[src/sv/fsc_ram.sv]
module fsc_ram #(
   parameter int WIDTH = 8,
   parameter int DEPTH = 256
) (
   input  logic                     clock,
   input  logic                     wr_en,
   input  logic [$clog2(DEPTH)-1:0] wr_addr,
   input  logic [WIDTH-1:0]         wr_data,
   input  logic                     rd_en,
   input  logic [$clog2(DEPTH)-1:0] rd_addr,
   output logic [WIDTH-1:0]         rd_data
);

   logic [WIDTH-1:0] mem_ff [DEPTH];
   logic [WIDTH-1:0] rd_data_ff;

   always_ff @(posedge clock) begin
      if (wr_en) begin
         mem_ff[wr_addr] <= wr_data;
      end
      if (rd_en) begin
         rd_data_ff <= mem_ff[rd_addr];
      end
   end

   assign rd_data = rd_data_ff;

endmodule

[config.mk]
export PLATFORM = sky130hd
export DESIGN_NAME = fsc_ram
export DESIGN_NICKNAME = d
export VERILOG_FILES = /design/src/sv/fsc_ram.sv
export SDC_FILE = /design/constraint.sdc
export NUM_CORES = 2
export LEC_CHECK = 0
export BUFFER_PORTS_ARGS = -buffer_cell sky130_fd_sc_hd__buf_2
export CAP_MARGIN = 20
export CORE_MARGIN = 3
export CORE_UTILIZATION = 45
export CTS_CLUSTER_DIAMETER = 100
export DETAILED_ROUTE_END_ITERATION = 8
export PLACE_DENSITY = 0.65
export SYNTH_ARGS = -nofsm -noshare
export SYNTH_HDL_FRONTEND = slang
export SYNTH_SLANG_ARGS = --single-unit
[constraint.sdc]
create_clock -name clock -period 2.42 [get_ports clock]
set_input_delay 0.121 -clock clock [delete_from_list [all_inputs] [get_ports clock]]
set_output_delay 0.121 -clock clock [all_outputs]
set_load 0.05 [all_outputs]
# After elaboration in Yosys (flattened, before gate mapping)
# Memory sizes are Yosys's and may differ from the RTL's. A register that Yosys moved wholly into a read port is not among the register bits.
# Cells that the tools add are included.
[classes]
muxes = 2
[ops]
columns = ["cell", "count"]
rows = [
  ["$mux 1", 2],
]
[word_totals]
reg_bits = 0
mem_bits_rw = 2048
out_inout_bits = 8
elab_cells = 3
memories = 1
[mem_list]
columns = ["memory", "words", "word_bits", "read_ports", "rd_clocked_by_memory_dff", "write_ports", "line_no", "text"]
rows = [
  ["mem_ff", 256, 8, 1, 1, 1, "14", "logic [WIDTH-1:0] mem_ff [DEPTH];"],
]

# Logic depth before layout (Yosys ltp)
[logic_depth]
depth_word = 2
depth_mapped = 11

# Worst setup path before layout
# Ideal clock, no wire load.
[synth_path]
kind = "input port to flip-flop"
start = "input port rd_addr[0]"
end = "register rd_data_ff[2] (netlist: rd_data[2]), read port of mem_ff (data pin)"
arrival_time_ns = 1.928
t_required_ns = 2.151
path_slack_ns = 0.223
cell_stages = 9
path_cell_list = "buf_6 buf_12 buf_8 buf_2 mux4_2 a22oi_1 a21oi_1 nor4_1 nor4_2"
[synth_rtl]
columns = ["element", "line_no", "text"]
rows = [
  ["start, declared", "10", "input logic [$clog2(DEPTH)-1:0] rd_addr,"],
  ["end, declared", "15", "logic [WIDTH-1:0] rd_data_ff;"],
]

==> flow_metrics.env <==
export IMPL_dp_cells=6547
export IMPL_final_cells=6923
export IMPL_synthArstFlopShare_pct=0
export IMPL_port_buffers=34
export IMPL_setup_violations=3
export IMPL_ys_seq_elements=2056
export IMPL_grt_pass1_wl_um=291000
export IMPL_dr_pass1_iters=5
export IMPL_cts_root_buf="clkbuf_16"
export IMPL_synth_edf_count=2056
export IMPL_relSlewSlack_pct=38.1
export IMPL_cts_sinks=2056
export IMPL_rsz0062_at_grt="true"
export IMPL_post_cts_setup_buffers=0
export IMPL_initial_core_util_pct=45.5
export IMPL_synthCells=3733
export IMPL_vias_per_cell=5.94
export IMPL_outcome="finished, violations left"
export IMPL_cap_violations=0
export IMPL_dp_hpwl_um=129000
export IMPL_grtUsageTotal_pct=22.0
export IMPL_drc_errors=0
export IMPL_dr_total_vias=41100
export IMPL_fin_ws_ns=-0.0758
export IMPL_crit_arrival_ns=3.10
export IMPL_violations="setup timing"
export IMPL_cts_max_level=4
export IMPL_crit_fanout=1
export IMPL_cts_tree="yes"
export IMPL_avgSynthCellArea_um2=21.3
export IMPL_gp_congestion=0.851
export IMPL_pin_count=35
export IMPL_cts_max_path_buffers=3
export IMPL_seq_area_frac_synth_pct=77.5
export IMPL_synth_main_ff_cell="edfxtp_1"
export IMPL_syn_cell_area_um2=79600
export IMPL_hold_viol_final=0
export IMPL_power_leakage_nw=30.3
export IMPL_yosysWarningCount=0
export IMPL_max_stage_delay_ns=0.47
export IMPL_setup_worst_path_end_class="flip-flop"
export IMPL_crit_required_ns=3.02
export IMPL_crit_family="compound AO/OA/AOI/OAI gates"
export IMPL_utilization_pct=53.7
export IMPL_finalCritPeriodShare_pct=103
export IMPL_worst_slew_pin_slew_ns=0.929
export IMPL_worst_path_buf_inv=1
export IMPL_path_class="reg -> reg"
export IMPL_dieArea_um2=182000
export IMPL_worstSkewPairLatency_ns=0.84
export IMPL_antenna_found_initial=7
export IMPL_synth_distinct_cells=54
export IMPL_grt_pass1_vias=41500
export IMPL_dp_slack_ns=-0.895
export IMPL_power_density_nw_per_um2=778
export IMPL_drt_iter0_drc=5078
export IMPL_gr_total_overflow=0
export IMPL_cpMaxStageDelayCell="mux4_2"
export IMPL_startpoint_type="flip-flop"
export IMPL_peakVddDrop_v=0.000595
export IMPL_ant_nets=0
export IMPL_fin_crit_ns=2.50
export IMPL_rows=153
export IMPL_hold_path_class="in -> reg"
export IMPL_crit_chain="mux4_2, a22o_1, a221oi_1, o32ai_1, nor3_2, buf_4, nor4_1"
export IMPL_final_layout_size_suffix_gt1_share_pct=32.2
export IMPL_die_y_um=427
export IMPL_grt_max_degree=157
export IMPL_fillCellCount=13300
export IMPL_cts_made_buffers=199
export IMPL_dieWidth_um=427
export IMPL_syn_nets=3760
export IMPL_layout_nets=4464
export IMPL_wl_per_cell_um=28.7
export IMPL_slew_violations=0
export IMPL_drt_wl_total_um=199000
export IMPL_fmaxAchievable_mhz=401
export IMPL_areaGrowthSynthToFinish_pct=18.1
export IMPL_clk_pin_slew_ns=0.07
export IMPL_core_um2=175000
export IMPL_finClkSkew_ns=0.0455
==> cells by family after synthesis <==
logic type | count (synthesis) | synth area share, %
simple gates | 466 | 2.63
flops | 2056 | 77.5
compound gates | 385 | 3.42
mux | 591 | 14.6
buf+inv | 235 | 1.83
==> flip-flops by register name, indices dropped and copies added, names as in the netlist <==
name and cells:
mem_ff 2048, rd_data 8
==> synth_stat cells (all sizes together), types with 10 or more instances <==
| cell | instances | area (um2) |
|---|---|---|
| mux4 | 456 | 10300 |
| nand2 | 33 | 124 |
| o21ai | 12 | 60.1 |
| mux2i | 134 | 1340 |
| nor4 | 27 | 188 |
| a21oi | 96 | 480 |
| nor2 | 282 | 1060 |
| nand4 | 10 | 62.6 |
| nor2b | 31 | 194 |
| nand3 | 34 | 170 |
| buf | 122 | 1030 |
| o221ai | 47 | 418 |
| o211ai | 10 | 75.1 |
| a211oi | 16 | 120 |
| a22oi | 133 | 998 |
| edfxtp | 2056 | 61700 |
| nor3 | 22 | 110 |
| a221oi | 14 | 129 |
| o22ai | 28 | 175 |
| clkbuf | 111 | 417 |
==> path summary, 6_finish.rpt <==
path,startpoint,end,slack (ns),depth (start not counted)
min,wr_addr[0],mem_ff[199][1],0.06,4
min reg2reg,mem_ff[40][6],rd_data[6],1.22,6
max reg2reg,mem_ff[82][5],rd_data[5],-0.08,7
max,mem_ff[82][5],rd_data[5],-0.08,7
==> metal layers <==
layer	up-vias	global-route usage [%]	part of all wire, %
met2	1866	35.1	48
li1	17100	-	-
met5	-	0	0.0065
met3	334	4.61	8.8
met1	21800	30.8	40
met4	2	6.39	3.0
==> final cells by class <==
class | instances | area, um2 | area share, %
inverters | 2 | 7.51 | 0.00799
diodes | 2 | 5.00 | 0.00532
flip-flops and latches | 2056 | 61700 | 65.7
multi-input cells | 1442 | 16700 | 17.8
repair buffers | 736 | 6470 | 6.88
clock inverters | 107 | 958 | 1.02
clock buffers | 253 | 5230 | 5.56
well taps | 2325 | 2910 | 3.09
==> per-stage QoR <==
step / total power [mW] / TNS (ns) / hold WS [ns] / cell area (um2)
3_5_place_dp: 44.2 / -5.40 / 0.574 / 87500
3_3_place_gp: 44.1 / -5.44 / 0.567 / 87500
4_1_cts: 73.5 / -0.0625 / 0.00390 / 93900
2_1_floorplan: 42.0 / 0 / 0.220 / 79600
6_report: 73.1 / -0.124 / 0.0644 / 94000
5_1_grt: 75.2 / -0.146 / 0.0588 / 94000
==> repair_timing <==
| action | CTS | global route |
|---|---|---|
| hold buffers | 14 | 0 |
| pin swaps | 2 | 7 |
| setup endpoints to repair | 7 | 5 |
| endpoints found under the hold margin | 716 | 0 |
| resized for setup | 21 | 13 |
| gates cloned | 0 | 0 |
==> cells in the final DEF, fill, tap and decap left out, types with 52 or more instances in the layout <==
| master | n |
|---|---|
| mux2i_1 | 134 |
| nor2_1 | 278 |
| mux4_2 | 454 |
| a22oi_1 | 133 |
| clkbuf_16 | 201 |
| clkbuf_1 | 52 |
| buf_4 | 619 |
| edfxtp_1 | 2056 |
| buf_12 | 71 |
| a21oi_1 | 96 |
==> power by group <==
| group | internal (mW) | total (mW) | switching, mW |
|---|---|---|---|
| sequential | 39.3 | 39.3 | 0.0471 |
| clock | 16.6 | 29.6 | 13.0 |
| combinational | 1.68 | 4.19 | 2.51 |
| total | 57.5 | 73.1 | 15.6 |
==> worst min-delay path, cell delays in order <==
cell and delay, ns:
buf_2 0.16, nand3_1 0.18, nor2_1 0.08, buf_4 0.18
Note: power is estimated with default switching activity, not from simulation.
