--- src/sv/fsc_pkg.sv ---
package fsc_pkg;

   localparam int FLAME_W  = 3;
   localparam int GROWTH_W = 17;
   localparam int ODDS_W   = 33;
   localparam int DRAW_W   = 32;
   localparam int STEP_W   = 8;
   localparam int GAIN_W   = 16;
   localparam int RATE_W   = 32;
   localparam int HEAT_W   = 6;
   localparam int NCNT_W   = 4;
   localparam int PROD1_W  = HEAT_W + GROWTH_W;
   localparam int PROD2_W  = PROD1_W + GAIN_W;
   localparam int ZPROD_W  = GROWTH_W + RATE_W;
   localparam int DIVS_W   = NCNT_W + 2;
   localparam int COORD_W  = 11;
   localparam int SCAN_N   = 9;
   localparam int SCAN_W   = 4;

   localparam logic [FLAME_W-1:0]  FLAME_FULL = 3'd4;
   localparam logic [GROWTH_W-1:0] GROWTH_ONE = 17'd65536;
   localparam logic [GROWTH_W-1:0] GROWTH_MAX = 17'h1FFFF;
   localparam logic [ODDS_W-1:0]   ODDS_ONE   = 33'h1_0000_0000;
   localparam logic [ODDS_W-1:0]   ODDS_MAX   = 33'h1_FFFF_FFFF;
   localparam logic [GAIN_W-1:0]   GAIN_RESET = 16'd52429;
   localparam logic [RATE_W-1:0]   RATE_RESET = 32'd42950;
   localparam logic [SCAN_W-1:0]   SCAN_SELF  = 4'd4;
   localparam logic [SCAN_W-1:0]   SCAN_LAST  = 4'd8;

   localparam logic ACT_LOAD   = 1'b0;
   localparam logic ACT_UPDATE = 1'b1;

   localparam logic CSR_SPREAD_GAIN = 1'b0;
   localparam logic CSR_IGNITE_RATE = 1'b1;

   // Offsets are stored plus one, so 0 means one row or column back.
   localparam logic [1:0] ROW_OFS [SCAN_N] = '{2'd0, 2'd0, 2'd0, 2'd1, 2'd1, 2'd1,
                                               2'd2, 2'd2, 2'd2};
   localparam logic [1:0] COL_OFS [SCAN_N] = '{2'd0, 2'd1, 2'd2, 2'd0, 2'd1, 2'd2,
                                               2'd0, 2'd1, 2'd2};

   typedef enum logic [3:0] {
      ST_CLEAR,
      ST_IDLE,
      ST_SCAN,
      ST_DRAIN,
      ST_MUL1,
      ST_MUL2,
      ST_SEL,
      ST_DIV,
      ST_DONE
   } state_type;

endpackage

--- src/sv/fsc_div.sv ---
module fsc_div
   import fsc_pkg::*;
(
   input  logic               clock,
   input  logic               reset,
   input  logic               start,
   input  logic [PROD2_W-1:0] dividend,
   input  logic [DIVS_W-1:0]  divisor,
   output logic               done,
   output logic [PROD2_W-1:0] quotient
);

   localparam int CNT_W = $clog2(PROD2_W + 1);

   logic [PROD2_W-1:0] quo_ff, quo_in;
   logic [DIVS_W-1:0]  rem_ff, rem_in;
   logic [DIVS_W-1:0]  dvs_ff;
   logic [CNT_W-1:0]   cnt_ff, cnt_in;
   logic               run_ff, run_in;
   logic               done_ff, done_in;
   logic [DIVS_W:0]    shifted;
   logic [DIVS_W:0]    diff;

   // One quotient bit per cycle, restoring form.
   always_comb begin
      shifted = {rem_ff, quo_ff[PROD2_W-1]};
      diff    = shifted - {1'b0, dvs_ff};
      quo_in  = quo_ff;
      rem_in  = rem_ff;
      cnt_in  = cnt_ff;
      run_in  = run_ff;
      done_in = 1'b0;
      if (start) begin
         quo_in = dividend;
         rem_in = '0;
         cnt_in = CNT_W'(PROD2_W);
         run_in = 1'b1;
      end else if (run_ff) begin
         if (!diff[DIVS_W]) begin
            rem_in = diff[DIVS_W-1:0];
            quo_in = {quo_ff[PROD2_W-2:0], 1'b1};
         end else begin
            rem_in = shifted[DIVS_W-1:0];
            quo_in = {quo_ff[PROD2_W-2:0], 1'b0};
         end
         cnt_in = cnt_ff - 1'b1;
         if (cnt_ff == CNT_W'(1)) begin
            run_in  = 1'b0;
            done_in = 1'b1;
         end
      end
   end

   always_ff @(posedge clock) begin
      if (reset) begin
         run_ff  <= 1'b0;
         done_ff <= 1'b0;
         cnt_ff  <= '0;
      end else begin
         run_ff  <= run_in;
         done_ff <= done_in;
         cnt_ff  <= cnt_in;
      end
      quo_ff <= quo_in;
      rem_ff <= rem_in;
      if (start) begin
         dvs_ff <= divisor;
      end
   end

   assign done     = done_ff;
   assign quotient = quo_ff;

endmodule
--- config.mk ---
export PLATFORM = sky130hd
export DESIGN_NAME = fsc_div
export DESIGN_NICKNAME = d
export VERILOG_FILES = /design/src/sv/fsc_pkg.sv /design/src/sv/fsc_div.sv
export SDC_FILE = /design/constraint.sdc
export NUM_CORES = 1
export LEC_CHECK = 0
export BUFFER_PORTS_ARGS = -buffer_cell sky130_fd_sc_hd__buf_4
export CORE_MARGIN = 4
export CORE_UTILIZATION = 50
export CTS_CLUSTER_DIAMETER = 100
export DETAILED_ROUTE_END_ITERATION = 10
export GPL_ROUTABILITY_DRIVEN = 0
export PLACE_DENSITY = 0.82
export SLEW_MARGIN = 0
export SYNTH_ARGS = -nofsm -noshare
export SYNTH_HDL_FRONTEND = slang
export SYNTH_SLANG_ARGS = --single-unit
--- constraint.sdc ---
create_clock -name clock -period 3.24 [get_ports clock]
set_clock_uncertainty 0.05 [all_clocks]
set_input_delay 0.324 -clock clock [delete_from_list [all_inputs] [get_ports clock]]
set_output_delay 0.324 -clock clock [all_outputs]
set_load 0.01 [all_outputs]
; Word level (Yosys, flattened, before mapping)
; Cells that the tools add are included.
[totals]
out_inout_bits = 40
register_bits = 59
[classes]
n_addsub = 2
bitwise_logic = 1
reduce_logical = 3
n_eq_ne = 1
mux = 10
[op_table]
columns = cell, n
row1 = $mux 39, 2
row2 = $mux 6, 3
row3 = $sub 7x6->7, 1
row4 = $eq 6x1->1 const B, 1
row5 = $sub 6x1->6 const B, 1
row6 = $mux 1, 5
row7 = $reduce_or 3->1, 1
row8 = $reduce_bool 2->1, 1
row9 = $reduce_or 2->1, 1
row10 = $not 1->1, 1

; Logic depth before layout (Yosys ltp)
; Gate-level depths: netlist of the first run.
[logic_depth]
word_depth = 4
depth_mapped = 9
mapped_depth_nobuf = 9

; Least setup slack after synthesis of the first run
; OpenSTA, ideal clock, no wires.
[synth_path]
path_kind = register to register
from = reg quo_ff[38] (netlist: quotient[38])
to = reg rem_ff[0]
path_slack_ns = 0.755
arrival_time_ns = 2.313
n_path_buf = 0
path_stages_with_launch = 10
cell_sequence = edfxtp_1 inv_1 ha_1 inv_1 fa_1 a211oi_1 nor2_1 a211oi_4 nor3b_1 a311o_1
[synth_between]
elab_chain_cells = 2
[synth_lines]
columns = item, line
row1 = "start, declared", fsc_div.sv:15  ; logic [PROD2_W-1:0] quo_ff, quo_in;
row2 = "start signal, assigned", fsc_div.sv:64  ; quo_ff <= quo_in;
row3 = $sub 7x6->7, fsc_div.sv:27  ; diff = shifted - {1'b0, dvs_ff};
row4 = $mux 6 *, fsc_div.sv:39  ; if (!diff[DIVS_W]) begin
row5 = "end signal, assigned", fsc_div.sv:65  ; rem_ff <= rem_in;
row6 = "end, declared", fsc_div.sv:16  ; logic [DIVS_W-1:0] rem_ff, rem_in;
; Mark *: on every way between the ends. The rest lies on a longest branch, timed or not.
; A chain may end at the register's enable or synchronous reset.

; Worst setup path in the final report of the first run
; Same ends and word-level chain as after synthesis.

==> summary.txt, run 1 <==
Outcome
  • Status: complete, no violations

Logic synthesis
  • Cell Area, Synth: 0.00273 sq mm
  • Sequential cell area fraction in the yosys report: 0.599
  • Synth Flop Type: edfxtp_1
  • Syn_nets: 257
  • Synth Instances: 200
  • Synthesized flop and latch total: 59
  • EDFF count, synth: between 40 and 50
  • Asr flop ratio synth: 0
  • Post-synth cell types: 36
  • Warnings from Yosys: 0
  • Post-Syn Area per Cell: between 10 and 15 sq um

Clocking
  • CTS tree: done
  • Clk slew on worst S/H paths: 0.06 ns
  • Clock Latency Late Sink: between 0.3 and 0.4 ns
  • Postcts setup bufs: 0
  • Root Buffer: clkbuf_8
  • Clock sinks: ~60
  • Post-CTS Resized: 0
  • Inserted Clock Buffers: 9
  • Clock Tree Buf Depth: 2
  • Max H-tree Level: 3
  • Hold-fix buffers at CTS: 0

Final layout
  • Post-layout nets: 348
  • Share of layout cells above drive strength 1: 0.486
  • Area delta synth->final: 33.2%
  • Filler Cell Count: about 380
  • Final Cell Area: 0.00363 sq mm
  • Antenna diodes: 0

Placed design
  • Post-Place Cell Area: 0.00345 sq mm
  • HPWL Detailed: slightly above 4 mm
  • Number of buffers added on ports: 87

Route
  • Vias per inst: 5.20
  • DR iter-0 viols: 119
  • Pre-antenna DRT Iters: 4
  • Via count: between 1,500 and 2,000
  • Routed WL: 5.79 mm
  • Average wire per cell in the routed design: 15.8 um
  • Post-route ant nets: 0
  • DRC: 0

Floorplan
  • Die Span Y: 81.8 um
  • Die Footprint: 0.00670 sq mm
  • Initial Utilization: 0.524
  • Site row count: 26
  • Core area: between 0.005 and 0.006 sq mm
  • I/O Pins: 88
  • Die W: 81.8 um

STA
  • Finish-stage setup viols: 0
  • Slew HR: 0.390
  • Final worst path period need: 2.71 ns
  • Period utilization: 0.838
  • Worst slew pin tran: between 0.9 and 1 ns
  • Final Hold Viols: 0
  • Slew Viols, Final: 0
  • Fmax: 0.368 GHz
  • Total negative setup slack: 0 ns
  • RSZ-0062 raised after global routing: no

Global route
  • Initial antenna violation count: 0
  • GRT overflow: 0
  • Largest net degree at the start of global routing: 40
  • Global-route wire length before repair: between 8 and 9 mm
  • Vias in the first global route: 1,882
  • GRT Overall Usage: 0.181

Worst setup path
  • Max FO, Critical Path: 10
  • Largest stage delay, worst path: approximately 0.51 ns
  • Ordered cell list for the critical path: inv_1 > ha_1 > inv_1 > fa_1 > a211oi_1 > nor2_1 > a211oi_4 > nor3b_1 > a311o_1
  • Startpoint Class: register
  • Slowest cell on crit path: a211oi_4
  • Crit path buffers/inverters: 2
  • Worst setup EP type: register
  • CP arrival: 2.88 ns
  • Most Frequent Cell on Critical Path: inv_1
  • Crit-path leading delay family: compound AO/OA/AOI/OAI gates
  • CP Class: reg2reg
  • WP data required: 3.41 ns

Pwr
  • Worst VDD drop: 348 uV
  • PwrDens: 540 mW/mm^2
  • Lkg Pwr: 0.00152 uW

Worst hold path
  • HP Class: in2reg

Run
  • Max Cap Viol: 0
## sequential cells by signal, summed over array words and instances (netlist names)
name	count
quotient	39
dvs_ff	6
done	1
run_ff	1
rem_ff	6
cnt_ff	6
## metal layers
layer  track usage  wire (um)
met1         0.224       2390
met2         0.273       2840
met3        0.0779        464
met4        0.0847         97
met5             0          0
## worst register-to-register path, delay by kind of cell (launching register included)
| family | cells | cell delay [ns] |
|---|---|---|
| flip-flops | 1 | 0.41 |
| adder cells (fa/ha/maj) | 2 | 0.56 |
| AO/OA/AOI/OAI | 3 | 1.22 |
| AND/OR/NAND/NOR | 2 | 0.24 |
| buffers and inverters | 2 | 0.14 |
## synthesized netlist by cell type (all sizes together) (2+ instances only)
master	n	area, sq um
mux2i	3	30.0
buf	2	7.51
xor2	5	43.8
dfxtp	14	280
xnor2	2	17.5
nor3b	4	30.0
mux2	38	428
ha	8	100
inv	12	45.0
nor3	4	20.0
edfxtp	45	1350
clkbuf	7	26.3
nand2b	4	25.0
o21ai	4	20.0
nor2	11	41.3
nand2	7	26.3
nor2b	2	12.5
a211oi	5	50.1
a21oi	7	35.0
## cell usage in the layout (no fill, tap or decap), types with 2 or more instances in the layout
cell,Yosys,final
mux2_2,38,38
buf_4,0,89
nand2b_1,4,4
mux2i_1,3,3
xor2_1,5,5
clkbuf_8,0,12
nor3b_1,4,4
xnor2_1,2,2
a211oi_1,4,4
clkinv_2,0,2
dfxtp_1,14,14
inv_1,12,12
edfxtp_1,45,45
clkbuf_1,7,2
nor3_1,4,4
nor2b_1,2,2
nor2_1,11,11
o21ai_0,4,4
nand2_1,7,7
ha_1,8,8
a21oi_1,7,7
## area by class of cell
class,count,area (sq um),area share
clock inverters,2,10.0,0.00276
multi-input cells,120,1010,0.280
clock buffers,14,173,0.0476
inverters,12,45.0,0.0124
flip-flops and latches,59,1630,0.449
well taps,70,87.6,0.0241
repair buffers,89,668,0.184
## stage by stage
| step | hold WS, ns | utilization | power [uW] | std cells | setup WS, ns |
|---|---|---|---|---|---|
| 2_1_floorplan | 0.373 | - | 1180 | 200 | 0.755 |
| 3_3_place_gp | 0.453 | 0.662 | 1340 | 350 | 0.679 |
| 3_5_place_dp | 0.454 | 0.662 | 1350 | 350 | 0.575 |
| 4_1_cts | 0.106 | 0.697 | 1980 | 366 | 0.543 |
| 5_1_grt | 0.103 | 0.697 | 2060 | 366 | 0.329 |
| 6_report | 0.116 | 0.697 | 1960 | 366 | 0.526 |
## worst paths after layout
check | start | endpoint | slack (ns) | depth (start not counted)
max | quotient[38]$_DFFE_PP_ | rem_ff[0]$_SDFFE_PP0P_ | 0.53 | 9
min | divisor[2] | dvs_ff[2]$_DFFE_PP_ | 0.12 | 1
max reg2reg | quotient[38]$_DFFE_PP_ | rem_ff[0]$_SDFFE_PP0P_ | 0.53 | 9
min reg2reg | rem_ff[4]$_SDFFE_PP0P_ | rem_ff[5]$_SDFFE_PP0P_ | 0.47 | 2
## logic make-up after synthesis
logic type | Yosys count | share of synthesized area
flip-flops | 59 | 0.599
AND/OR/NAND/NOR | 39 | 0.0744
adder cells (fa/ha/maj) | 9 | 0.0441
XOR/XNOR | 7 | 0.0225
multiplexers | 41 | 0.168
AO/OA/AOI/OAI | 24 | 0.0634
buffers and inverters | 21 | 0.0289
## power by group
group          internal [uW]  switching, uW
Combinational            207            182
Clock                    339            283
Sequential               906           44.9
(Power assumes the default switching activity.)
==> run 2: changes to the inputs <==
- CORE_UTILIZATION: 50 -> 46
- PLACE_DENSITY: 0.82 -> 0.79
- clock period: 3.24 -> 2.4 ns (I/O delays scaled with it)
==> summary.txt, run 2 (synthesis gave the netlist of run 1 again) <==
Outcome
  • Status: complete, no violations

Clocking
  • Clock Tree Buf Depth: 2
  • Hold-fix buffers at CTS: 0
  • Clk slew on worst S/H paths: 0.06 ns
  • Clock Latency Late Sink: 0.33 ns
  • Postcts setup bufs: 0
  • Inserted Clock Buffers: 9
  • Clock sinks: 59
  • Root Buffer: clkbuf_8
  • Max H-tree Level: 3
  • CTS tree: done

Worst setup path
  • Setup crit end: rem_ff[0]$_SDFFE_PP0P_
  • CP Class: reg2reg
  • Crit-path leading delay family: compound AO/OA/AOI/OAI gates
  • WP data required: between 2 and 3 ns
  • Crit path buffers/inverters: 3
  • Max FO, Critical Path: 10
  • Critical Path Source: quotient[38]$_DFFE_PP_
  • Worst path depth: 10
  • RR Startpoint: quotient[38]$_DFFE_PP_
  • Worst setup EP type: register
  • Flop2flop setup slack: 0.06 ns
  • R2r worst-path depth: 10
  • Startpoint Class: register
  • CP arrival: around 2.5 ns
  • Ordered cell list for the critical path: inv_1 > ha_1 > inv_1 > fa_2 > a211oi_4 > nor2_2 > a211oi_4 > buf_12 > nor3b_1 > a311o_1
  • Worst flop-to-flop path endpoint: rem_ff[0]$_SDFFE_PP0P_
  • Largest stage delay, worst path: 0.39 ns
  • Slowest cell on crit path: edfxtp_1

Floorplan
  • Die Span Y: 85.0 um
  • Initial Utilization: 0.483
  • Die W: about 85 um
  • I/O Pins: 88
  • Site row count: 27
  • Die Footprint: approximately 0.0072 sq mm
  • Core area: 0.00564 sq mm

STA
  • Period utilization: 0.973
  • RSZ-0062 raised after global routing: yes
  • Finish-stage setup viols: 0
  • Slew HR: 0.755
  • Worst slew pin tran: roughly 0.37 ns
  • Slew Viols, Final: 0
  • Final Hold Viols: 0
  • Fmax: 0.428 GHz
  • Final worst setup slack: roughly 0.065 ns
  • Final worst path period need: ~2.3 ns
  • Fin Hold WS: between 0.04 and 0.05 ns

Final layout
  • Most frequent cells in the layout: buf_4, edfxtp_1, mux2_2, dfxtp_1, inv_1
  • Leading cell type in the layout, fill and taps excluded: buf_4
  • Post-layout nets: 352
  • Area delta synth->final: 36.8%
  • Filler Cell Count: 403
  • Max reg flops: 39
  • Antenna diodes: 0
  • Share of layout cells above drive strength 1: 0.507

Global route
  • GRT Overall Usage: 0.169
  • Largest net degree at the start of global routing: 33
  • GRT overflow: 0
  • Vias in the first global route: 2,000
  • Initial antenna violation count: 0
  • Global-route wire length before repair: around 9.5 mm

Worst hold path
  • Min-delay src: divisor[4]
  • HP Class: in2reg

Route
  • Via count: 1,873
  • Average wire per cell in the routed design: 15.6 um
  • DRC: 0
  • Post-route ant nets: 0
  • Pre-antenna DRT Iters: 4
  • Vias per inst: 5.03
  • Routed WL: 5.81 mm
  • DR iter-0 viols: 64

Placed design
  • Number of buffers added on ports: 87
  • HPWL Detailed: 4.16 mm
  • Pre-CTS setup slack: approximately 0.0092 ns

Run
  • Max Cap Viol: 0

Pwr
  • Worst VDD drop: ~450 uV
  • PwrDens: between 700 and 800 mW/mm^2
  • Lkg Pwr: 0.00155 uW
==> run 2: cell types whose count changed in the layout (fill, tap and decap cells not counted), sizes merged <==
cell / change
buf: +4
bufinv: +1
clkinv: -1
==> run 2: power by group <==
group,switching [uW],internal (uW),leakage [uW]
sequential,60.0,1220,0.000567
combinational,257,314,0.000882
clock,372,536,0.000101
total,690,2070,0.00155
==> run 2: how the worst min path moves through the flow <==
stage,endpoint,depth (start not counted)
3_5_place_dp,dvs_ff[1]$_DFFE_PP_,1
5_1_grt,dvs_ff[4]$_DFFE_PP_,1
2_1_floorplan,dvs_ff[0]$_DFFE_PP_,0
3_3_place_gp,dvs_ff[1]$_DFFE_PP_,1
6_report,dvs_ff[4]$_DFFE_PP_,1
4_1_cts,dvs_ff[1]$_DFFE_PP_,1
==> run 2: what timing repair did <==
item,CTS,global route
pin swaps,1,1
endpoints found under the setup margin,1,5
resized for setup,1,2
==> run 2: worst reg2reg max path: cells and delay by family (launching register included) <==
kind / cells / cell delay [ns]
buffers and inverters: 3 / 0.30
adder cells (fa/ha/maj): 2 / 0.53
flip-flops: 1 / 0.39
AND/OR/NAND/NOR: 2 / 0.12
AO/OA/AOI/OAI: 3 / 0.83
==> run 2: through the flow <==
stage	cell area [sq um]	cells	util	power (uW)	setup TNS, ns
finish	3730	372	0.661	2760	0
global route	3730	372	0.661	2900	-0.0863
global placement	3510	356	0.623	1840	0
CTS	3720	372	0.659	2780	0
floorplan	2740	200	-	1600	0
detailed placement	3510	356	0.623	1860	0
==> run 2: cell type report <==
| cell class | count | area [sq um] | share of cell area |
|---|---|---|---|
| Clock buffer | 14 | 163 | 0.0436 |
| Timing Repair Buffer | 93 | 723 | 0.194 |
| Inverter | 12 | 45.0 | 0.0121 |
| Multi-Input combinational cell | 120 | 1040 | 0.279 |
| Clock inverter | 2 | 35.0 | 0.00940 |
| Tap cell | 72 | 90.1 | 0.0242 |
| Sequential cell | 59 | 1630 | 0.438 |
==> run 2: layer usage <==
metal / up-vias / share of wire / GRT usage
li1: 937 / - / -
met1: 870 / 0.41 / 0.196
met2: 57 / 0.49 / 0.275
met3: 9 / 0.081 / 0.0767
met4: 0 / 0.014 / 0.0604
met5: - / 0 / 0
==> run 3: changes to the inputs <==
- CORE_MARGIN: 4 -> default
==> summary.txt, run 3 (synthesis gave the netlist of run 1 again) <==
Placed design
  • Number of buffers added on ports: 87
  • HPWL Detailed: 3.90 mm
  • DP Cell Count: around 360

Clocking
  • Clock Tree Buf Depth: 2
  • Root Buffer: clkbuf_8
  • Clock Latency Late Sink: approximately 0.33 ns
  • Clk slew on worst S/H paths: 0.06 ns
  • Clock sinks: about 60
  • Hold-fix buffers at CTS: 0
  • Max H-tree Level: 3
  • CTS tree: done
  • Inserted Clock Buffers: 9

Final layout
  • Final core utilization: 0.663
  • Antenna diodes: 0
  • Area delta synth->final: 36.5%
  • Post-layout nets: between 300 and 400
  • Filler Cell Count: roughly 460
  • Fin cells: 372
  • Most frequent cells in the layout: buf_4, edfxtp_1, mux2_2, dfxtp_1, inv_1
  • Max reg flops: 39
  • Share of layout cells above drive strength 1: 0.507
  • Leading cell type in the layout, fill and taps excluded: buf_4

Route
  • Average wire per cell in the routed design: about 15 um
  • Routed WL: 5.63 mm
  • DR iter-0 viols: 87
  • Via count: approximately 1,900
  • DRC: 0
  • Post-route ant nets: 0
  • Pre-antenna DRT Iters: 4
  • Vias per inst: about 5.1

Global route
  • Initial antenna violation count: 0
  • GRT overflow: 0
  • Largest net degree at the start of global routing: 54
  • Vias in the first global route: 1,963
  • GRT Overall Usage: 0.197
  • Global-route wire length before repair: between 9 and 10 mm

Worst setup path
  • Critical Path Source: quotient[38]$_DFFE_PP_
  • Most Frequent Cell on Critical Path: a211oi_4
  • Max FO, Critical Path: 9
  • WP data required: 2.57 ns
  • R2r worst-path depth: 10
  • Slowest cell on crit path: edfxtp_1
  • RR Startpoint: quotient[38]$_DFFE_PP_
  • CP Class: reg2reg
  • Worst setup EP type: register
  • Startpoint Class: register
  • Ordered cell list for the critical path: inv_1 > ha_2 > inv_2 > fa_2 > a211oi_4 > nor2_2 > a211oi_4 > buf_12 > nor3b_1 > a311o_1
  • CP arrival: 2.53 ns
  • Largest stage delay, worst path: approximately 0.38 ns

Floorplan
  • Die Footprint: about 0.0062 sq mm
  • Die Span Y: approximately 79 um
  • I/O Pins: 88
  • Site row count: 27
  • Core area: 0.00561 sq mm
  • Die W: 79.0 um
  • Initial Utilization: 0.486

STA
  • Final worst path period need: 2.36 ns
  • Slew Viols, Final: 0
  • RSZ-0062 raised after global routing: yes
  • Fin Hold WS: 0.0360 ns
  • Worst slew pin tran: ~0.63 ns
  • Fmax: 0.424 GHz
  • Finish-stage setup viols: 0
  • Period utilization: 0.983
  • Slew HR: 0.579
  • Final Hold Viols: 0

Pwr
  • PwrDens: 734 mW/mm^2
  • Design Power: 2730 uW
  • Worst VDD drop: about 450 uV
  • Lkg Pwr: roughly 0.0015 uW

Outcome
  • Status: complete, no violations

Run
  • Max Cap Viol: 0

Worst hold path
  • HP Class: in2reg
  • Min-delay src: divisor[1]
  • Hold-critical path depth: 1
[run 3: routing by layer]
metal	part of all wire	wire length (um)	GRT usage
met5	0	0	0
met4	0.018	99	0.0818
met3	0.078	441	0.0885
met2	0.48	2710	0.312
met1	0.42	2380	0.232
[run 3: metrics by stage]
stage / TNS (ns) / cell area (sq um) / worst slack [ns]
6_report: 0 / 3720 / 0.0400
5_1_grt: -0.293 / 3720 / -0.0873
4_1_cts: 0 / 3700 / 0.0274
3_5_place_dp: 0 / 3510 / 0.0205
3_3_place_gp: 0 / 3510 / 0.0819
2_1_floorplan: 0 / 2740 / 0.000524
[run 3: cell type report]
type                            count  area [sq um]  area share
Clock buffer                       14           153      0.0410
Clock inverter                      2          35.0     0.00942
Inverter                           12          45.0      0.0121
Multi-Input combinational cell    120          1040       0.280
Sequential cell                    59          1630       0.439
Tap cell                           72          90.1      0.0242
Timing Repair Buffer               93           723       0.194
[run 3: critical path: cells and delay by family (launching register included)]
kind,cells,cell delay (ns)
adders and majority gates,2,0.54
buffers and inverters,3,0.27
and+or+nand+nor,2,0.13
AOI/OAI and AO/OA,3,0.87
DFF,1,0.38
[run 3: power by group]
part / switching [uW] / total, uW / internal [uW]
Sequential: 59.8 / 1280 / 1220
Combinational: 258 / 574 / 316
Clock: 364 / 872 / 508
[run 3: final timing paths]
| kind | slack (ns) | to |
|---|---|---|
| max reg2reg | 0.04 | rem_ff[0]$_SDFFE_PP0P_ |
| max | 0.04 | rem_ff[0]$_SDFFE_PP0P_ |
| min reg2reg | 0.43 | done$_SDFF_PP0_ |
| min | 0.04 | dvs_ff[1]$_DFFE_PP_ |
[run 3: what timing repair did]
action / CTS / global route
setup buffers: 0 / 1
pin swaps: 1 / 3
resized for setup: 1 / 3
endpoints found under the hold margin: 0 / 0
endpoints found under the setup margin: 1 / 5
